==> src/design/d8_flow_direction_unit_defines.svh <==
// Assertion macros shared by the flow direction design files.
`ifndef D8_FLOW_DIRECTION_UNIT_DEFINES_SVH
`define D8_FLOW_DIRECTION_UNIT_DEFINES_SVH
`ifndef SYNTHESIS
`define D8FD_ASSERT(lbl, prop, msg) \
  lbl: assert property (@(posedge clk_i) disable iff (!rst_ni) (prop)) else $error(msg);
`define D8FD_ASSERT_ALWAYS(lbl, prop, msg) \
  lbl: assert property (@(posedge clk_i) (prop)) else $error(msg);
`else
`define D8FD_ASSERT(lbl, prop, msg)
`define D8FD_ASSERT_ALWAYS(lbl, prop, msg)
`endif
`endif

==> src/design/d8fd_pkg.sv <==
package d8fd_pkg;

  localparam int MaxWidth   = 1024;
  localparam int ColW       = $clog2(MaxWidth);
  localparam int WidthRegW  = ColW + 1;
  localparam int RowW       = 16;
  localparam int ElevW      = 16;
  localparam int AxialShift = 16;
  localparam int SlopeW     = ElevW + AxialShift;
  localparam int DirW       = 4;
  localparam int CfgIdxW    = 2;
  localparam int CfgDataW   = 16;
  localparam int InDataW    = 16;
  localparam int OutDataW   = 32;
  localparam int OutPadW    = OutDataW - (ColW + RowW + DirW);

  localparam logic [ElevW-1:0]     WeightDiag    = 16'd46341;
  localparam logic [DirW-1:0]      DirNone       = 4'd8;
  localparam logic [CfgIdxW-1:0]   RegGridWidth  = 2'd0;
  localparam logic [CfgIdxW-1:0]   RegGridHeight = 2'd1;
  localparam logic [WidthRegW-1:0] WidthReset    = 11'd256;
  localparam logic [RowW-1:0]      HeightReset   = 16'd256;

  localparam int NbDx [8] = '{1, 1, 0, -1, -1, -1, 0, 1};
  localparam int NbDy [8] = '{0, -1, -1, -1, 0, 1, 1, 1};

  typedef struct packed {
    logic no_left;
    logic no_right;
    logic no_up;
    logic no_down;
  } nb_mask_t;

  typedef struct packed {
    logic [ColW-1:0] col;
    logic [RowW-1:0] row;
    logic            last;
    nb_mask_t        mask;
  } emit_t;

  typedef struct packed {
    logic [ColW-1:0]  col;
    logic [ElevW-1:0] value;
    logic             primed;
    emit_t            emit;
  } item_t;

  typedef struct packed {
    logic [ElevW-1:0] older;
    logic [ElevW-1:0] recent;
  } line_pair_t;

  typedef struct packed {
    logic [7:0][SlopeW-1:0] slope;
    logic [ColW-1:0]        col;
    logic [RowW-1:0]        row;
    logic                   last;
  } s2_t;

endpackage

==> src/design/d8fd_window.sv <==
`include "d8_flow_direction_unit_defines.svh"

module d8fd_window (
  input  logic                        clk_i,
  input  logic                        rst_ni,
  input  logic                        shift_i,
  input  d8fd_pkg::line_pair_t        lines_i,
  input  logic [d8fd_pkg::ElevW-1:0]  value_i,
  input  logic                        primed_i,
  input  d8fd_pkg::emit_t             emit_i,
  output logic                        ready_o,
  output logic                        s2_vld_o,
  output d8fd_pkg::s2_t               s2_o,
  input  logic                        s2_ready_i
);

  logic [d8fd_pkg::ElevW-1:0] win_q [3][3];
  logic                       sw_vld_q;
  d8fd_pkg::emit_t            sw_emit_q;
  logic                       s2_vld_q;
  d8fd_pkg::s2_t              s2_q, s2_d;
  logic                       s2_free, sw_adv;
  logic [d8fd_pkg::ElevW-1:0] center;
  logic [d8fd_pkg::ElevW-1:0] nb [8];
  logic [d8fd_pkg::ElevW-1:0] drop [8];
  logic                       nb_ok [8];

  assign s2_free = !s2_vld_q || s2_ready_i;
  assign sw_adv  = sw_vld_q && s2_free;
  assign ready_o = !sw_vld_q || s2_free;

  // Columns are x-1, x, x+1; rows are y-1, y, y+1 around the reported cell.
  always_ff @(posedge clk_i) begin
    if (shift_i) begin
      for (int c = 0; c < 2; c++) begin
        for (int r = 0; r < 3; r++) begin
          win_q[c][r] <= win_q[c+1][r];
        end
      end
      win_q[2][0] <= lines_i.older;
      win_q[2][1] <= lines_i.recent;
      win_q[2][2] <= value_i;
      sw_emit_q   <= emit_i;
    end
    if (sw_adv) begin
      s2_q <= s2_d;
    end
  end

  assign center = win_q[1][1];

  always_comb begin
    s2_d.col  = sw_emit_q.col;
    s2_d.row  = sw_emit_q.row;
    s2_d.last = sw_emit_q.last;
    for (int k = 0; k < 8; k++) begin
      nb[k]    = win_q[1 + d8fd_pkg::NbDx[k]][1 + d8fd_pkg::NbDy[k]];
      nb_ok[k] = !(((d8fd_pkg::NbDx[k] < 0) && sw_emit_q.mask.no_left)  ||
                   ((d8fd_pkg::NbDx[k] > 0) && sw_emit_q.mask.no_right) ||
                   ((d8fd_pkg::NbDy[k] < 0) && sw_emit_q.mask.no_up)    ||
                   ((d8fd_pkg::NbDy[k] > 0) && sw_emit_q.mask.no_down));
      drop[k]  = center - nb[k];
      s2_d.slope[k] = '0;
      if (nb_ok[k] && (center > nb[k])) begin
        if ((d8fd_pkg::NbDx[k] != 0) && (d8fd_pkg::NbDy[k] != 0)) begin
          s2_d.slope[k] = d8fd_pkg::SlopeW'(drop[k]) * d8fd_pkg::SlopeW'(d8fd_pkg::WeightDiag);
        end else begin
          s2_d.slope[k] = d8fd_pkg::SlopeW'(drop[k]) << d8fd_pkg::AxialShift;
        end
      end
    end
  end

  always_ff @(posedge clk_i or negedge rst_ni) begin
    if (!rst_ni) begin
      sw_vld_q <= 1'b0;
      s2_vld_q <= 1'b0;
    end else begin
      if (shift_i) begin
        sw_vld_q <= primed_i;
      end else if (sw_adv) begin
        sw_vld_q <= 1'b0;
      end
      if (sw_adv) begin
        s2_vld_q <= 1'b1;
      end else if (s2_ready_i) begin
        s2_vld_q <= 1'b0;
      end
    end
  end

  assign s2_vld_o = s2_vld_q;
  assign s2_o     = s2_q;

  `D8FD_ASSERT(a_no_shift_over_pending, shift_i |-> (!sw_vld_q || s2_free), "window shifted over a pending cell")

endmodule

==> config.mk <==
export PLATFORM = sky130hd
export DESIGN_NAME = d8fd_window
export DESIGN_NICKNAME = d
export VERILOG_FILES = /design/src/design/d8fd_pkg.sv /design/src/design/d8fd_window.sv
export VERILOG_INCLUDE_DIRS = /design/src /design/src/design
export SDC_FILE = /design/constraint.sdc
export NUM_CORES = 2
export LEC_CHECK = 0
export BUFFER_PORTS_ARGS = -buffer_cell sky130_fd_sc_hd__buf_2
export CAP_MARGIN = 40
export CORE_MARGIN = 5
export CORE_UTILIZATION = 38
export CTS_BUF_LIST = sky130_fd_sc_hd__clkbuf_4
export CTS_CLUSTER_SIZE = 16
export DETAILED_ROUTE_END_ITERATION = 10
export SYNTH_ARGS = -nofsm -noshare
export SYNTH_HDL_FRONTEND = slang
export SYNTH_SLANG_ARGS = --single-unit
==> constraint.sdc <==
create_clock -name clk_i -period 20 [get_ports clk_i]
set_input_delay 2 -clock clk_i [delete_from_list [all_inputs] [get_ports clk_i]]
set_output_delay 2 -clock clk_i [all_outputs]
set_load 0.03 [all_outputs]
==> impl_metrics.tcl <==
set metrics [dict create \
    totalWireLength_um 87610 \
    clk_latency_ps 960 \
    clk_pin_slew_ps 60 \
    ctsLongestPathBuffers 3 \
    yosysMostFrequentCell "ha_1" \
    syn_to_final_growth_pct 12.39 \
    drc 0 \
    avgViaCountPerCell 4.931 \
    place_inst 4708 \
    first_global_vias 24700 \
    grt_pass1_wl_um 136700 \
    status "finished, final reports clean" \
    synth_cell_type_count 78 \
    synthFlopType "edfxtp_1" \
    critPathLaunch "win_q[1][17]" \
    overflow 0 \
    critPathMaxStageDelay_ps 720 \
    wl_per_cell_um 17.83 \
    clockRootBuffer "clkbuf_4" \
    fin_cells 4914 \
    cts_made_buffers 114 \
    netlist_instances 3242 \
    endpoint_kind "flip-flop" \
    clock_skew_ps 68.54 \
    synth_top_area_share_pct 34.16 \
    timing.final.hold_violations 0 \
    min_from "s2_d[4]" \
    initial_utilization_pct 38.36 \
    nNetsFinal 4524 \
    post_cts_resized 0 \
    rows 110 \
    syn_area_um2 34640 \
    io_pins 369 \
    die_w_um 311.9 \
    htree_levels 3 \
    cp_slowest_cell "edfxtp_1" \
    start_kind "flip-flop" \
    tritoncts "built" \
    vias 24230 \
    ys_ff_latch 396 \
    initialDrtViolationCount 1310 \
    fmax_ghz 0.1254 \
    rsz0062_at_grt "false" \
    cts.sinks 396 \
    cts_hold_buf 0 \
    multi_input_area_um2 20400 \
    core-area_um2 90290 \
    regArea_um2 11880 \
    dr.pass1.iters 5 \
    drive_gt1_share_pct 14.32 \
    slew_headroom_pct 39.74 \
    dp_hpwl_um 70660 \
    slew_violations 0 \
    num-fill-cells 8804 \
    grt_max_degree 78 \
    criticalPathCategory "flip-flop to flip-flop" \
    grt_use_total_pct 17.81 \
    cp_max_fo 11 \
    post_cts_buffers 0 \
    worstMarginPinSlew_ps 897.0 \
    ys_seq_area_share_pct 34.30 \
    cpMostUsedCell "ha_1" \
    ys_async_sr_fraction_pct 0.5051 \
    die_h_um 311.9 \
    fp.dieArea_um2 97290 \
    tns_ps 0 \
    finalSetupViolations 0 \
    synth_edf_count 394 \
    cap_violations 0 \
    cp.arrival_ps 8650 \
    timing.final.crit_share_pct 39.88 \
    yosysWarnings 0 \
    ant_nets 0 \
    netlist_top_cells_count "595 x ha_1, 525 x inv_1, 394 x edfxtp_1, 228 x nor2_1, 197 x fa_1" \
    avgSynthCellArea_um2 10.68 \
    period_minus_slack_ps 7976 \
    hold_class "flip-flop to flip-flop" \
    synth_area_leaders "edfxtp_1 34%, ha_1 21%, fa_1 11%" \
    io_buffers 304 \
    place.gp.congestion 0.9021 \
    ff2ff_setup_slack_ps 12020 \
    r2r-start "win_q[1][17]" \
    cp.required_ps 20670 \
    netlist.top_cell.by_area "edfxtp_1" \
    antenna_found_initial 9 \
]
## per-stage QoR
stage	setup WS, ps	cell area (um^2)	util (%)	hold WS, ps
global route	11380	38930	43.11	426.4
global placement	12070	37390	41.41	400.5
CTS	11960	38920	43.11	415.4
detailed placement	11960	37470	41.50	404.5
finish	12020	38930	43.12	415.3
floorplan	12300	34870	-	400.3
## flip-flops by register name (all words and copies together) (netlist names)
name	flops
s2_d	27
s2_o	219
s2_vld_o	1
sw_emit_q	4
sw_vld_q	1
win_q	144
## worst max-delay path: cells and delay by family (launching register included)
kind / cells / cell delay [ps]
simple gates: 3 / 550
flops: 1 / 720
buf+inv: 4 / 660
xor+xnor: 2 / 740
compound gates: 12 / 1910
fa+ha+maj: 8 / 3120
## cells by family after synthesis
kind of cell / after synthesis / synth area share [%]
adders and majority gates: 792 / 32.88
muxes: 7 / 0.2167
other: 1 / 0.01083
AOI/OAI and AO/OA: 555 / 10.54
buffers and inverters: 625 / 7.481
xor gates and xnor gates: 216 / 5.462
DFF: 396 / 34.30
and+or+nand+nor: 650 / 9.106
## cell type report
type                    count  share of cell area [%]
diodes                      3                 0.01928
clock buffers             164                   3.163
clock inverters            39                  0.5689
inverters                 527                   5.081
multi-input cells        2284                   52.42
flip-flops and latches    396                   30.52
well taps                1176                   3.780
repair buffers            325                   4.452
## placed cells by master, fill, tap and decap left out, drive strengths merged, types with 88 or more instances in the layout
cell type,n
nor2,228
inv,529
clkbuf,164
o21ai,111
a21oi,151
a21o,88
xor2,100
fa,197
buf,325
ha,595
xnor2,116
nand2,96
edfxtp,394
## metal layers
layer  vias to the layer above  global-route usage, %  share of wire (%)
li1                      12050                      -                  -
met2                       585                  28.91                 46
met3                       126                  3.914                5.9
met1                     11470                  23.84                 45
met5                         -                      0              0.053
met4                         6                  5.720                2.7
## final timing paths
kind / end / cells after the start
setup / recovery: s2_o[217] / 29
hold / removal: s2_o[4] / 0
setup reg to reg: s2_o[217] / 29
hold reg to reg: s2_o[4] / 0
max in group asynchronous: s2_vld_o / 1
min in group asynchronous: sw_vld_q / 1
Power is not shown: default switching activity piles up to over one toggle a cycle in this logic, so the estimate is an artifact.
