==> src/design/d8_flow_direction_unit_defines.svh <==
// Assertion macros shared by the flow direction design files.
`ifndef D8_FLOW_DIRECTION_UNIT_DEFINES_SVH
`define D8_FLOW_DIRECTION_UNIT_DEFINES_SVH
`ifndef SYNTHESIS
`define D8FD_ASSERT(lbl, prop, msg) \
  lbl: assert property (@(posedge clk_i) disable iff (!rst_ni) (prop)) else $error(msg);
`define D8FD_ASSERT_ALWAYS(lbl, prop, msg) \
  lbl: assert property (@(posedge clk_i) (prop)) else $error(msg);
`else
`define D8FD_ASSERT(lbl, prop, msg)
`define D8FD_ASSERT_ALWAYS(lbl, prop, msg)
`endif
`endif

==> src/design/d8fd_pkg.sv <==
package d8fd_pkg;

  localparam int MaxWidth   = 1024;
  localparam int ColW       = $clog2(MaxWidth);
  localparam int WidthRegW  = ColW + 1;
  localparam int RowW       = 16;
  localparam int ElevW      = 16;
  localparam int AxialShift = 16;
  localparam int SlopeW     = ElevW + AxialShift;
  localparam int DirW       = 4;
  localparam int CfgIdxW    = 2;
  localparam int CfgDataW   = 16;
  localparam int InDataW    = 16;
  localparam int OutDataW   = 32;
  localparam int OutPadW    = OutDataW - (ColW + RowW + DirW);

  localparam logic [ElevW-1:0]     WeightDiag    = 16'd46341;
  localparam logic [DirW-1:0]      DirNone       = 4'd8;
  localparam logic [CfgIdxW-1:0]   RegGridWidth  = 2'd0;
  localparam logic [CfgIdxW-1:0]   RegGridHeight = 2'd1;
  localparam logic [WidthRegW-1:0] WidthReset    = 11'd256;
  localparam logic [RowW-1:0]      HeightReset   = 16'd256;

  localparam int NbDx [8] = '{1, 1, 0, -1, -1, -1, 0, 1};
  localparam int NbDy [8] = '{0, -1, -1, -1, 0, 1, 1, 1};

  typedef struct packed {
    logic no_left;
    logic no_right;
    logic no_up;
    logic no_down;
  } nb_mask_t;

  typedef struct packed {
    logic [ColW-1:0] col;
    logic [RowW-1:0] row;
    logic            last;
    nb_mask_t        mask;
  } emit_t;

  typedef struct packed {
    logic [ColW-1:0]  col;
    logic [ElevW-1:0] value;
    logic             primed;
    emit_t            emit;
  } item_t;

  typedef struct packed {
    logic [ElevW-1:0] older;
    logic [ElevW-1:0] recent;
  } line_pair_t;

  typedef struct packed {
    logic [7:0][SlopeW-1:0] slope;
    logic [ColW-1:0]        col;
    logic [RowW-1:0]        row;
    logic                   last;
  } s2_t;

endpackage

==> src/design/d8fd_pick.sv <==
`include "d8_flow_direction_unit_defines.svh"

module d8fd_pick (
  input  logic                           clk_i,
  input  logic                           rst_ni,
  input  logic                           s2_vld_i,
  input  d8fd_pkg::s2_t                  s2_i,
  output logic                           s2_ready_o,
  output logic                           out_vld_o,
  input  logic                           out_ready_i,
  output logic [d8fd_pkg::OutDataW-1:0]  out_data_o,
  output logic                           out_last_o
);

  logic [d8fd_pkg::SlopeW-1:0] l1_val [4];
  logic [2:0]                  l1_idx [4];
  logic [d8fd_pkg::SlopeW-1:0] l2_val [2];
  logic [2:0]                  l2_idx [2];
  logic [d8fd_pkg::SlopeW-1:0] best_val;
  logic [2:0]                  best_idx;
  logic [d8fd_pkg::DirW-1:0]   dir_d, dir_q;
  logic [d8fd_pkg::ColW-1:0]   col_q;
  logic [d8fd_pkg::RowW-1:0]   row_q;
  logic                        last_q;
  logic                        out_vld_q;
  logic                        load;

  // On equal slopes the lower direction code is kept.
  always_comb begin
    for (int i = 0; i < 4; i++) begin
      if (s2_i.slope[2*i+1] > s2_i.slope[2*i]) begin
        l1_val[i] = s2_i.slope[2*i+1];
        l1_idx[i] = 3'(2*i+1);
      end else begin
        l1_val[i] = s2_i.slope[2*i];
        l1_idx[i] = 3'(2*i);
      end
    end
    for (int i = 0; i < 2; i++) begin
      if (l1_val[2*i+1] > l1_val[2*i]) begin
        l2_val[i] = l1_val[2*i+1];
        l2_idx[i] = l1_idx[2*i+1];
      end else begin
        l2_val[i] = l1_val[2*i];
        l2_idx[i] = l1_idx[2*i];
      end
    end
    if (l2_val[1] > l2_val[0]) begin
      best_val = l2_val[1];
      best_idx = l2_idx[1];
    end else begin
      best_val = l2_val[0];
      best_idx = l2_idx[0];
    end
    dir_d = (best_val == '0) ? d8fd_pkg::DirNone : {1'b0, best_idx};
  end

  assign s2_ready_o = !out_vld_q || out_ready_i;
  assign load       = s2_vld_i && s2_ready_o;

  always_ff @(posedge clk_i) begin
    if (load) begin
      dir_q  <= dir_d;
      col_q  <= s2_i.col;
      row_q  <= s2_i.row;
      last_q <= s2_i.last;
    end
  end

  always_ff @(posedge clk_i or negedge rst_ni) begin
    if (!rst_ni) begin
      out_vld_q <= 1'b0;
    end else if (load) begin
      out_vld_q <= 1'b1;
    end else if (out_ready_i) begin
      out_vld_q <= 1'b0;
    end
  end

  assign out_vld_o  = out_vld_q;
  assign out_data_o = {{d8fd_pkg::OutPadW{1'b0}}, dir_q, row_q, col_q};
  assign out_last_o = last_q;

  `D8FD_ASSERT_ALWAYS(a_idle_after_reset, !rst_ni |=> !out_vld_q, "result valid right after reset")

endmodule

==> config.mk <==
export PLATFORM = sky130hd
export DESIGN_NAME = d8fd_pick
export DESIGN_NICKNAME = d
export VERILOG_FILES = /design/src/design/d8fd_pkg.sv /design/src/design/d8fd_pick.sv
export VERILOG_INCLUDE_DIRS = /design/src /design/src/design
export SDC_FILE = /design/constraint.sdc
export NUM_CORES = 1
export LEC_CHECK = 0
export ABC_AREA = 1
export BUFFER_PORTS_ARGS = -buffer_cell sky130_fd_sc_hd__buf_2
export CAP_MARGIN = 0
export CORE_ASPECT_RATIO = 0.8
export CORE_UTILIZATION = 26
export CTS_BUF_LIST = sky130_fd_sc_hd__clkbuf_8
export CTS_CLUSTER_DIAMETER = 50
export DETAILED_ROUTE_END_ITERATION = 7
export SETUP_SLACK_MARGIN = 0.3
export SYNTH_ARGS = -nofsm -noshare
export SYNTH_HDL_FRONTEND = slang
export SYNTH_SLANG_ARGS = --single-unit
==> constraint.sdc <==
create_clock -name clk_i -period 2.3 [get_ports clk_i]
set_input_delay 0.46 -clock clk_i [delete_from_list [all_inputs] [get_ports clk_i]]
set_output_delay 0.46 -clock clk_i [all_outputs]
set_load 0.005 [all_outputs]
==> insert_results.sql <==
INSERT INTO impl_metrics (metric_group, metric, value, unit) VALUES
('clock_network', 'clock_tree.root_cell', 'sky130_fd_sc_hd__clkbuf_8', ''),
('pwr', 'power.ir.vdd_worst', '0.000578', 'V'),
('drt', 'detailed_route_via_count', '13300', ''),
('hold_path', 'hold_class', 'primary input to register', ''),
('placed_design', 'globalplace.congestion', '0.879', ''),
('clock_network', 'tritoncts', 'built', ''),
('final_layout', 'flow.area_growth_from_synthesis', '77.7', '%'),
('pwr', 'portion_of_total_power_attributed_to_the_clock_network', '0.063', ''),
('logic_synthesis', 'synth_top_cells_by_area', 'sky130_fd_sc_hd__ha_1, sky130_fd_sc_hd__nand2_1, sky130_fd_sc_hd__nand3_1, sky130_fd_sc_hd__edfxtp_1, sky130_fd_sc_hd__inv_1', ''),
('worst_setup_path', 'critPathCaptureType', 'register', ''),
('drt', 'top_layer', 'met5', ''),
('pwr', 'sequential_power_share', '0.087', ''),
('drt', 'detail_route.wirelength', '41000', 'microns'),
('logic_synthesis', 'mapped_area', '9810', 'sq um'),
('worst_setup_path', 'timing.critical_path.buf_inv', '9', ''),
('logic_synthesis', 'yosysMostFrequentCell', 'sky130_fd_sc_hd__nand2_1', ''),
('placed_design', 'port-buffer-count', '319', ''),
('logic_synthesis', 'synth-warning-count', '0', ''),
('status', 'violations_in_the_final_reports', 'setup timing', ''),
('job', 'maxCapViolCount', '0', ''),
('worst_setup_path', 'cpPeakStageDelay', '0.31', 'ns'),
('worst_setup_path', 'crit_required', '2.34', 'ns'),
('drt', 'routedLengthMet1', '18600', 'microns'),
('worst_setup_path', 'cp_common_cell', 'sky130_fd_sc_hd__nand2_2', ''),
('placed_design', 'dp_hpwl', '34200', 'microns'),
('clock_network', 'clk_pin_slew_worst_setup_hold_paths', '0.07', 'ns'),
('die', 'fp.dieH', '176', 'microns'),
('global_route', 'grt_max_degree', '32', ''),
('worst_setup_path', 'cp_launch_type', 'primary input', ''),
('timing', 'finalMaxSlewViolations', '0', ''),
('die', 'floorplan.die_area', '38500', 'sq um'),
('clock_network', 'number_of_buffers_created_by_cts', '5', ''),
('logic_synthesis', 'postSynthCellCount', '1607', ''),
('drt', 'drc_violations', '0', ''),
('pwr', 'power-per-cell-area', '479', 'nW/um^2'),
('drt', 'starting_drt_drc_count', '633', ''),
('die', 'design.portCount', '322', ''),
('logic_synthesis', 'netlist_top_cells_count', 'sky130_fd_sc_hd__nand2_1, sky130_fd_sc_hd__ha_1, sky130_fd_sc_hd__inv_1, sky130_fd_sc_hd__nand3_1, sky130_fd_sc_hd__a21oi_1', ''),
('pwr', 'comb_power_share', '0.850', ''),
('worst_setup_path', 'timing.critical_path.arrival', '5.27', 'ns'),
('timing', 'final.setup.worst_slack', '-2.93', 'ns'),
('status', 'status', 'complete, but fails checks', ''),
('pwr', 'switch_share', '0.469', ''),
('logic_synthesis', 'synth_edf_count', '31', ''),
('worst_setup_path', 'critPathMaxFanout', '8', ''),
('logic_synthesis', 'synth_top_flop_cell', 'sky130_fd_sc_hd__edfxtp_1', ''),
('timing', 'finalSetupViolCount', '4', ''),
('worst_setup_path', 'cp_slowest_cell', 'sky130_fd_sc_hd__nor4_4', ''),
('global_route', 'via_count_of_the_first_global_routing_pass', '13200', ''),
('logic_synthesis', 'synthesized_area_per_cell', '6.11', 'sq um'),
('die', 'core', '37100', 'sq um'),
('global_route', 'grt_antenna_before_repair', '5', ''),
('final_layout', 'design.final.nets', '2862', ''),
('timing', 'layout_min_cycle_time', '5.23', 'ns'),
('drt', 'route.met2.wl', '20000', 'microns'),
('drt', 'wire_per_inst', '14.4', 'microns'),
('drt', 'route.met3.wl', '1780', 'microns'),
('global_route', 'grt_overflow_total', '0', ''),
('pwr', 'int_pwr', '4.43', 'mW'),
('global_route', 'wire_length_of_the_first_global_routing_pass', '63800', 'microns'),
('die', 'floorplan.initialDensity', '0.264', ''),
('logic_synthesis', 'yosysSeqAreaShare', '0.0974', ''),
('drt', 'avgViaCountPerCell', '4.67', ''),
('final_layout', 'layout_cells_sized_above_1', '0.468', ''),
('worst_setup_path', 'worst_path_dominant_cell_family', 'simple AND/OR/NAND/NOR gates', ''),
('logic_synthesis', 'yosys_register_bits', '32', ''),
('timing', 'maxClockFrequency', '191', 'MHz'),
('logic_synthesis', 'synth_largest_type_area_fraction', '0.286', ''),
('timing', 'timing.final.hold_violations', '0', ''),
('drt', 'final_antenna_net_count', '0', ''),
('clock_network', 'htreeDepth', '2', '');
-- through the flow --
step                cells  cell area, sq um  power [mW]  hold slack [ns]  TNS (ns)
finish               2842             17400        8.36            0.347    -11.58
global route         2840             17400        9.21            0.336    -12.96
CTS                  2833             16800        7.75            0.338    -11.47
detailed placement   2775             15100        6.32            0.243    -15.60
global placement     2775             15100        6.16            0.234    -15.15
floorplan            1608             10000        3.94            0.164    -10.14
-- layout by cell type, fill, tap and decap left out, types with 3 or more instances in the layout --
cell type                  instances
sky130_fd_sc_hd__nor4_4            3
sky130_fd_sc_hd__edfxtp_1         31
sky130_fd_sc_hd__o21a_1           11
sky130_fd_sc_hd__buf_6            24
sky130_fd_sc_hd__buf_4           421
sky130_fd_sc_hd__inv_2            27
sky130_fd_sc_hd__buf_8             5
sky130_fd_sc_hd__nand3_4           4
sky130_fd_sc_hd__nor2_2           23
sky130_fd_sc_hd__inv_1           186
sky130_fd_sc_hd__o211ai_1          6
sky130_fd_sc_hd__nor3_4            4
sky130_fd_sc_hd__nor2_4           11
sky130_fd_sc_hd__and2_4           11
sky130_fd_sc_hd__nand3_2          24
sky130_fd_sc_hd__nor2_1           55
sky130_fd_sc_hd__buf_16            4
sky130_fd_sc_hd__ha_1            172
sky130_fd_sc_hd__buf_12           18
sky130_fd_sc_hd__and2_1           37
sky130_fd_sc_hd__a21o_1            6
sky130_fd_sc_hd__a21oi_4           3
sky130_fd_sc_hd__buf_2           306
sky130_fd_sc_hd__a21oi_2          19
sky130_fd_sc_hd__o21ai_2          11
sky130_fd_sc_hd__a21oi_1          89
sky130_fd_sc_hd__nand2_8           5
sky130_fd_sc_hd__nand4_1          17
sky130_fd_sc_hd__clkbuf_8          5
sky130_fd_sc_hd__nand2_4          13
sky130_fd_sc_hd__nand3_1         178
sky130_fd_sc_hd__nand2_2          93
sky130_fd_sc_hd__diode_2           3
sky130_fd_sc_hd__ha_4             52
sky130_fd_sc_hd__o21ai_0          25
sky130_fd_sc_hd__nand2_1         411
sky130_fd_sc_hd__o21ai_1          20
-- sequential cells by signal (all words and copies together), names as in the netlist --
signal      flops
col_q          10
out_vld_o       1
out_last_o      1
row_q          16
dir_q           4
-- power groups by stage --
stage               combinational [mW]  sequential (mW)  clock [mW]
CTS                               6.48            0.727       0.540
floorplan                         3.20            0.741           0
global placement                  5.42            0.739           0
global route                      7.91            0.729       0.572
detailed placement                5.58            0.739           0
finish                            7.11            0.725       0.527
-- cells by family (layout without fill, tap and decap cells) --
| kind of cell | Yosys count | in the layout | share of synthesized area |
|---|---|---|---|
| other cells | 1 | 5 | 0.000382 |
| fa+ha+maj | 224 | 224 | 0.286 |
| simple gates | 893 | 894 | 0.400 |
| flops | 32 | 32 | 0.0974 |
| buf+inv | 263 | 1006 | 0.110 |
| compound gates | 194 | 194 | 0.106 |
-- cell type report --
| type | instances | area, sq um |
|---|---|---|
| repair buffers | 781 | 5580 |
| well taps | 487 | 609 |
| flip-flops and latches | 32 | 956 |
| multi-input cells | 1314 | 9350 |
| clock buffers | 5 | 68.8 |
| diodes | 3 | 7.51 |
| fillers | 3719 | 19700 |
| inverters | 217 | 832 |
| clock inverters | 3 | 42.5 |
-- worst paths after layout --
path	startpoint	to	slack, ns	depth (start not counted)
worst max register to register	out_vld_o	col_q[0]	1.01	2
worst min register to register	out_vld_o	out_vld_o	0.60	2
worst min-delay path	s2_i[11]	row_q[10]	0.35	1
max in group asynchronous	rst_ni	out_vld_o	1.73	2
min in group asynchronous	rst_ni	out_vld_o	0.48	2
worst max-delay path	s2_i[177]	dir_q[2]	-2.93	37
-- repair_timing --
item / CTS / global route
hold endpoints to repair: 1 / 0
hold buffers: 1 / 0
cloned: 6 / 1
endpoints found under the setup margin: 4 / 4
pin swaps: 140 / 50
buffers inserted: 43 / 5
resized for setup: 247 / 120
-- routing by layer --
metal  track usage  up-vias
li1              -     6802
met1         0.263     6071
met2         0.374      339
met3        0.0170       45
met4        0.0373        4
met5             0        -
Power figures use the tool's default switching activity.
