File: config.mk
export PLATFORM = sky130hd
export DESIGN_NAME = d8fd_ctrl
export DESIGN_NICKNAME = d
export VERILOG_FILES = /design/src/design/d8fd_pkg.sv /design/src/design/d8fd_ctrl.sv
export VERILOG_INCLUDE_DIRS = /design/src /design/src/design
export SDC_FILE = /design/constraint.sdc
export NUM_CORES = 1
export LEC_CHECK = 0
export BUFFER_PORTS_ARGS = -buffer_cell sky130_fd_sc_hd__buf_2
export CELL_PAD_IN_SITES_DETAIL_PLACEMENT = 1
export CELL_PAD_IN_SITES_GLOBAL_PLACEMENT = 1
export CORE_MARGIN = 5
export CORE_UTILIZATION = 38
export DETAILED_ROUTE_END_ITERATION = 6
export PLACE_DENSITY_LB_ADDON = 0.1
export SYNTH_ARGS = -nofsm -noshare
export SYNTH_HDL_FRONTEND = slang
export SYNTH_SLANG_ARGS = --single-unit
File: constraint.sdc
create_clock -name clk_i -period 8.45 [get_ports clk_i]
set_clock_uncertainty 0.15 [all_clocks]
set_input_delay 2.535 -clock clk_i [delete_from_list [all_inputs] [get_ports clk_i]]
set_output_delay 2.535 -clock clk_i [all_outputs]
set_load 0.01 [all_outputs]
File: src/design/d8_flow_direction_unit_defines.svh
// Assertion macros shared by the flow direction design files.
`ifndef D8_FLOW_DIRECTION_UNIT_DEFINES_SVH
`define D8_FLOW_DIRECTION_UNIT_DEFINES_SVH
`ifndef SYNTHESIS
`define D8FD_ASSERT(lbl, prop, msg) \
  lbl: assert property (@(posedge clk_i) disable iff (!rst_ni) (prop)) else $error(msg);
`define D8FD_ASSERT_ALWAYS(lbl, prop, msg) \
  lbl: assert property (@(posedge clk_i) (prop)) else $error(msg);
`else
`define D8FD_ASSERT(lbl, prop, msg)
`define D8FD_ASSERT_ALWAYS(lbl, prop, msg)
`endif
`endif

File: src/design/d8fd_pkg.sv
package d8fd_pkg;

  localparam int MaxWidth   = 1024;
  localparam int ColW       = $clog2(MaxWidth);
  localparam int WidthRegW  = ColW + 1;
  localparam int RowW       = 16;
  localparam int ElevW      = 16;
  localparam int AxialShift = 16;
  localparam int SlopeW     = ElevW + AxialShift;
  localparam int DirW       = 4;
  localparam int CfgIdxW    = 2;
  localparam int CfgDataW   = 16;
  localparam int InDataW    = 16;
  localparam int OutDataW   = 32;
  localparam int OutPadW    = OutDataW - (ColW + RowW + DirW);

  localparam logic [ElevW-1:0]     WeightDiag    = 16'd46341;
  localparam logic [DirW-1:0]      DirNone       = 4'd8;
  localparam logic [CfgIdxW-1:0]   RegGridWidth  = 2'd0;
  localparam logic [CfgIdxW-1:0]   RegGridHeight = 2'd1;
  localparam logic [WidthRegW-1:0] WidthReset    = 11'd256;
  localparam logic [RowW-1:0]      HeightReset   = 16'd256;

  localparam int NbDx [8] = '{1, 1, 0, -1, -1, -1, 0, 1};
  localparam int NbDy [8] = '{0, -1, -1, -1, 0, 1, 1, 1};

  typedef struct packed {
    logic no_left;
    logic no_right;
    logic no_up;
    logic no_down;
  } nb_mask_t;

  typedef struct packed {
    logic [ColW-1:0] col;
    logic [RowW-1:0] row;
    logic            last;
    nb_mask_t        mask;
  } emit_t;

  typedef struct packed {
    logic [ColW-1:0]  col;
    logic [ElevW-1:0] value;
    logic             primed;
    emit_t            emit;
  } item_t;

  typedef struct packed {
    logic [ElevW-1:0] older;
    logic [ElevW-1:0] recent;
  } line_pair_t;

  typedef struct packed {
    logic [7:0][SlopeW-1:0] slope;
    logic [ColW-1:0]        col;
    logic [RowW-1:0]        row;
    logic                   last;
  } s2_t;

endpackage

File: src/design/d8fd_ctrl.sv
`include "d8_flow_direction_unit_defines.svh"

module d8fd_ctrl (
  input  logic                           clk_i,
  input  logic                           rst_ni,
  input  logic                           cfg_we_i,
  input  logic [d8fd_pkg::CfgIdxW-1:0]   cfg_idx_i,
  input  logic [d8fd_pkg::CfgDataW-1:0]  cfg_wdata_i,
  input  logic                           accept_i,
  input  logic                           cmd_i,
  input  logic [d8fd_pkg::ElevW-1:0]     elev_i,
  output logic                           keep_o,
  output d8fd_pkg::item_t                item_o
);

  logic [d8fd_pkg::WidthRegW-1:0] width_q, width_d, w_eff;
  logic [d8fd_pkg::RowW-1:0]      height_q, height_d, h_eff;
  logic [d8fd_pkg::ColW-1:0]      in_col_q, in_col_d, cur_in_col;
  logic [1:0]                     in_row_q, in_row_d, cur_in_row;
  logic [d8fd_pkg::ColW-1:0]      em_col_q, em_col_d, cur_em_col;
  logic [d8fd_pkg::RowW-1:0]      em_row_q, em_row_d, cur_em_row;
  logic                           frame_done_q, frame_done_d;
  logic                           restart, primed, in_col_last, cfg_hit;

  always_comb begin
    if (width_q == '0) begin
      w_eff = d8fd_pkg::WidthRegW'(1);
    end else if (width_q > d8fd_pkg::WidthRegW'(d8fd_pkg::MaxWidth)) begin
      w_eff = d8fd_pkg::WidthRegW'(d8fd_pkg::MaxWidth);
    end else begin
      w_eff = width_q;
    end
    h_eff = (height_q == '0) ? d8fd_pkg::RowW'(1) : height_q;
  end

  // A sample that arrives after the final cell was reported opens a new frame.
  assign restart    = frame_done_q && !cmd_i;
  assign keep_o     = !(frame_done_q && cmd_i);
  assign cur_in_col = restart ? '0 : in_col_q;
  assign cur_in_row = restart ? '0 : in_row_q;
  assign cur_em_col = restart ? '0 : em_col_q;
  assign cur_em_row = restart ? '0 : em_row_q;

  assign primed      = (cur_in_row == 2'd2) || ((cur_in_row == 2'd1) && (cur_in_col != '0));
  assign in_col_last = ({1'b0, cur_in_col} + d8fd_pkg::WidthRegW'(1)) >= w_eff;

  always_comb begin
    item_o.col              = cur_in_col;
    item_o.value            = cmd_i ? '0 : elev_i;
    item_o.primed           = primed;
    item_o.emit.col         = cur_em_col;
    item_o.emit.row         = cur_em_row;
    item_o.emit.mask.no_left  = (cur_em_col == '0);
    item_o.emit.mask.no_right = ({1'b0, cur_em_col} + d8fd_pkg::WidthRegW'(1)) >= w_eff;
    item_o.emit.mask.no_up    = (cur_em_row == '0);
    item_o.emit.mask.no_down  = ({1'b0, cur_em_row} + 17'd1) >= {1'b0, h_eff};
    item_o.emit.last        = item_o.emit.mask.no_right && item_o.emit.mask.no_down;
  end

  assign cfg_hit = cfg_we_i &&
                   ((cfg_idx_i == d8fd_pkg::RegGridWidth) ||
                    (cfg_idx_i == d8fd_pkg::RegGridHeight));

  always_comb begin
    width_d      = width_q;
    height_d     = height_q;
    in_col_d     = in_col_q;
    in_row_d     = in_row_q;
    em_col_d     = em_col_q;
    em_row_d     = em_row_q;
    frame_done_d = frame_done_q;
    if (cfg_hit) begin
      if (cfg_idx_i == d8fd_pkg::RegGridWidth) begin
        width_d = cfg_wdata_i[d8fd_pkg::WidthRegW-1:0];
      end else begin
        height_d = cfg_wdata_i[d8fd_pkg::RowW-1:0];
      end
      in_col_d     = '0;
      in_row_d     = '0;
      em_col_d     = '0;
      em_row_d     = '0;
      frame_done_d = 1'b0;
    end else if (accept_i && keep_o) begin
      in_col_d     = in_col_last ? '0 : cur_in_col + d8fd_pkg::ColW'(1);
      in_row_d     = (in_col_last && (cur_in_row != 2'd2)) ? cur_in_row + 2'd1 : cur_in_row;
      em_col_d     = cur_em_col;
      em_row_d     = cur_em_row;
      frame_done_d = 1'b0;
      if (primed) begin
        if (item_o.emit.last) begin
          frame_done_d = 1'b1;
        end else if (item_o.emit.mask.no_right) begin
          em_col_d = '0;
          em_row_d = cur_em_row + d8fd_pkg::RowW'(1);
        end else begin
          em_col_d = cur_em_col + d8fd_pkg::ColW'(1);
        end
      end
    end
  end

  always_ff @(posedge clk_i or negedge rst_ni) begin
    if (!rst_ni) begin
      width_q      <= d8fd_pkg::WidthReset;
      height_q     <= d8fd_pkg::HeightReset;
      in_col_q     <= '0;
      in_row_q     <= '0;
      em_col_q     <= '0;
      em_row_q     <= '0;
      frame_done_q <= 1'b0;
    end else begin
      width_q      <= width_d;
      height_q     <= height_d;
      in_col_q     <= in_col_d;
      in_row_q     <= in_row_d;
      em_col_q     <= em_col_d;
      em_row_q     <= em_row_d;
      frame_done_q <= frame_done_d;
    end
  end

  `D8FD_ASSERT(a_done_from_last, $rose(frame_done_q) |-> $past(accept_i && keep_o && item_o.primed && item_o.emit.last), "frame end without a final cell")

endmodule

==> metrics.md <==
| Metric | Value |
|---|---|
| Area of the mapped netlist | 0.00490 mm² |
| F_max | 120 MHz |
| Source-to-sink clock delay at the later pin of the worst-skew pair | approximately 0.34 ns |
| Synth Register Bits | 66 |
| Slew @ Worst Pin | 1.11 ns |
| Class of the tightest hold or removal check | flip-flop to flip-flop |
| Static leakage | between 0.003 and 0.004 µW |
| Final cycle utilization of the critical path | 98.5% |
| VDD IR-drop max | 0.000157 V |
| Post-Route Setup TNS | 0 ns |
| Maximum number of pins on one net before global-route repair | 67 |
| Post-Synthesis Mean Instance Area | 8.95 µm² |
| Final hold violation count | 0 |
| Total setup violations reported at the end of the flow | 0 |
| Final estimated routing congestion in global placement | 0.909 |
| Post-route DRC | 0 |
| Antenna violations before repair | 0 |
| Most frequently used flop master after synthesis | sky130_fd_sc_hd__dfrtp_1 |
| Total nets after synthesis | 632 |
| Share of post-route cells with drive strength above 1 | 27.3% |
| Critical path startpoint category | primary input |
| Outcome | completed |
| Worst Setup End Kind | primary output |
| Total Die Area | 0.0153 mm² |
| Fin. max-slew vios | 0 |
| Number of antenna-violating nets in the routed design | 0 |
| Most numerous cell types in the synthesized netlist | sky130_fd_sc_hd__dfrtp_1 (64), sky130_fd_sc_hd__nand2_1 (51), sky130_fd_sc_hd__ha_1 (46) |
| Area added between synthesis and finish | 21.9% |
| Min cycle time layout | 8.32 ns |
| Maximum level of the CTS H-tree | 3 |
| Vias | 4478 |
| Total track usage | 22.3% |
| Seq/Total Area, Yosys | between 30% and 40% |
| Placeable Area | 0.0126 mm² |
| Yosys Warn Count | 0 |
| Category of the critical setup timing path | primary input to primary output |
| TritonCTS Buffers | 9 |
| Number of instances in the synthesized netlist | roughly 550 |
| Dominant cell type by area after synthesis | sky130_fd_sc_hd__dfrtp_1 |
| CP arrival | 5.64 ns |
| First-pass iteration count of the detailed router | 4 |
| Setup repair after global routing missed its margin | yes |
| Most frequently used cell type in the post-synthesis netlist | sky130_fd_sc_hd__dfrtp_1 |
| Clock-pin transition on the worst setup and hold timing paths | 0.05 ns |
| Worst slack on hold paths | 0.372 ns |
| Clock Path Buffers | 2 |
| Number of cells after detailed placement | 802 |
| Number of nets in the layout | roughly 740 |
| Total of max-cap violations | 0 |
| EDFF count, synth | 0 |
| Via count of the first global-routing pass | 4844 |
| Slew Limit Headroom | between 20% and 30% |
| Starting utilization of the core area | a little under 40% |
| Total power per unit cell area | 160 mW/mm² |
| Post-place instance area | 0.00557 mm² |
| Sinks on the clock net | 66 |
| Final WL | 16.0 mm |
| Half-perimeter wire length after placement | ~12 mm |
| Core utilization of the finished layout | 47.3% |
| DR vias/cell | ~5.4 |
| Count of standard-cell rows | about 40 |
| I/O pin cnt | 98 |
| Share of flip-flops with an asynchronous set or reset | 100% |
| Routed length per placed instance | 19.3 µm |
| TritonCTS clock tree | built |
| Initial detailed-routing violation count | between 200 and 300 |
| Synth unique cells | 56 |
| Clock root buffer | sky130_fd_sc_hd__clkbuf_16 |
| Die extent in x | roughly 120 µm |
| Top cells by area, synth | sky130_fd_sc_hd__dfrtp_1 (33%), sky130_fd_sc_hd__ha_1 (12%), sky130_fd_sc_hd__mux2_2 (6.0%) |
| Number of buffers inserted by port buffering | 97 |
| Global-route wire length before repair | between 20 and 30 mm |
| Non-Filler Cell Area, Final | roughly 0.006 mm² |
| Remaining global-route overflow | 0 |
| Diode count | 0 |
| Floorplan die height | 124 µm |
| Proportion of netlist area held by the largest area contributor | roughly a third |
| Crit path max fanout | 6 |
| Crit path required time | 5.77 ns |
| Hold buffer count at CTS | 0 |
| Final std cells w/o fill | ~830 |
[layout by cell type, fill, tap and decap left out, types with 3 or more instances in the layout]
| master | instances |
|---|---|
| sky130_fd_sc_hd__ha_1 | 45 |
| sky130_fd_sc_hd__a21o_1 | 5 |
| sky130_fd_sc_hd__xor2_1 | 9 |
| sky130_fd_sc_hd__a22o_1 | 21 |
| sky130_fd_sc_hd__a211oi_1 | 3 |
| sky130_fd_sc_hd__o21ai_0 | 13 |
| sky130_fd_sc_hd__or2_2 | 4 |
| sky130_fd_sc_hd__buf_2 | 97 |
| sky130_fd_sc_hd__clkbuf_16 | 9 |
| sky130_fd_sc_hd__nand2b_1 | 5 |
| sky130_fd_sc_hd__dfrtp_1 | 64 |
| sky130_fd_sc_hd__or3_1 | 3 |
| sky130_fd_sc_hd__a21oi_1 | 23 |
| sky130_fd_sc_hd__or4_1 | 4 |
| sky130_fd_sc_hd__nor4_1 | 16 |
| sky130_fd_sc_hd__o211ai_1 | 4 |
| sky130_fd_sc_hd__nand2_1 | 51 |
| sky130_fd_sc_hd__nand4_1 | 5 |
| sky130_fd_sc_hd__nor3_1 | 9 |
| sky130_fd_sc_hd__nand3_1 | 21 |
| sky130_fd_sc_hd__and2_1 | 23 |
| sky130_fd_sc_hd__buf_4 | 19 |
| sky130_fd_sc_hd__xnor2_1 | 16 |
| sky130_fd_sc_hd__mux2_2 | 26 |
| sky130_fd_sc_hd__and3_1 | 14 |
| sky130_fd_sc_hd__a221o_1 | 7 |
| sky130_fd_sc_hd__nor2b_1 | 21 |
| sky130_fd_sc_hd__inv_1 | 41 |
| sky130_fd_sc_hd__nor2_1 | 29 |
[final cells by class]
type                            instances  area (µm²)
Timing Repair Buffer                  116         628
Clock inverter                          6        67.6
Sequential cell                        66        1650
Multi-Input combinational cell        416        3020
Tap cell                              172         215
Fill cell                            1549        6650
Clock buffer                           10         229
Inverter                               41         154
[worst paths after layout]
check                             start      endpoint  slack [ns]  cells after the start
max in group asynchronous        rst_ni   in_col_q[2]        5.32                      2
setup / recovery                  cmd_i     item_o[4]        0.13                     17
hold / removal              height_q[0]   height_q[0]        0.37                      1
min in group asynchronous        rst_ni   em_row_q[7]        2.24                      2
hold reg to reg             height_q[0]   height_q[0]        0.37                      1
setup reg to reg           frame_done_q  em_row_q[12]        3.55                     18
[registers in the layout, indices dropped and copies added (netlist names)]
register and flops:
in_col_q 10, frame_done_q 1, in_row_q 2, height_q 16, em_col_q 10, em_row_q 16
width_q 11
[cell families after synthesis]
group | synth area share, %
AOI/OAI and AO/OA | 14.7
xor gates and xnor gates | 4.47
adders and majority gates | 11.8
buffers and inverters | 5.47
DFF | 33.8
muxes | 5.98
and+or+nand+nor | 23.8
[critical path, stage by stage]
cell and delay, ns:
sky130_fd_sc_hd__buf_2 0.09, sky130_fd_sc_hd__nand2b_4 0.13, sky130_fd_sc_hd__nand2_1 0.10, sky130_fd_sc_hd__inv_1 0.12
sky130_fd_sc_hd__ha_2 0.23, sky130_fd_sc_hd__and3_4 0.24, sky130_fd_sc_hd__nand4_4 0.16, sky130_fd_sc_hd__nor3_4 0.27
sky130_fd_sc_hd__xor2_1 0.20, sky130_fd_sc_hd__ha_1 0.27, sky130_fd_sc_hd__a21o_1 0.17, sky130_fd_sc_hd__a211oi_2 0.22
sky130_fd_sc_hd__a21oi_1 0.09, sky130_fd_sc_hd__a311o_2 0.42, sky130_fd_sc_hd__o21ai_4 0.20, sky130_fd_sc_hd__inv_1 0.05
sky130_fd_sc_hd__buf_2 0.13
[stage by stage]
step,total power (µW),worst slack (ns)
5_1_grt,1020,-0.0291
3_5_place_dp,584,0.0307
4_1_cts,972,0.0209
6_report,957,0.129
3_3_place_gp,576,0.181
2_1_floorplan,502,0.00379
[report_power, final]
part	internal, µW	switching, µW	leakage [µW]
logic	85.9	119	0.00217
clock network	229	150	0.000139
registers	348	25.8	0.000860
[metal layers]
metal	global-route usage, %	wire length, µm	share of wire [%]	vias to the layer above
li1	-	-	-	2158
met1	30.2	7550	47	2212
met2	36.0	7540	47	94
met3	5.81	767	4.8	14
met4	4.57	144	0.90	0
met5	0	0	0	-
[repair_timing]
action	4_1_cts	5_1_grt
buffers inserted	0	9
cloned	0	0
setup endpoints to repair	2	2
resized for setup	1	10
pin swaps	0	5
(Power assumes the default switching activity.)
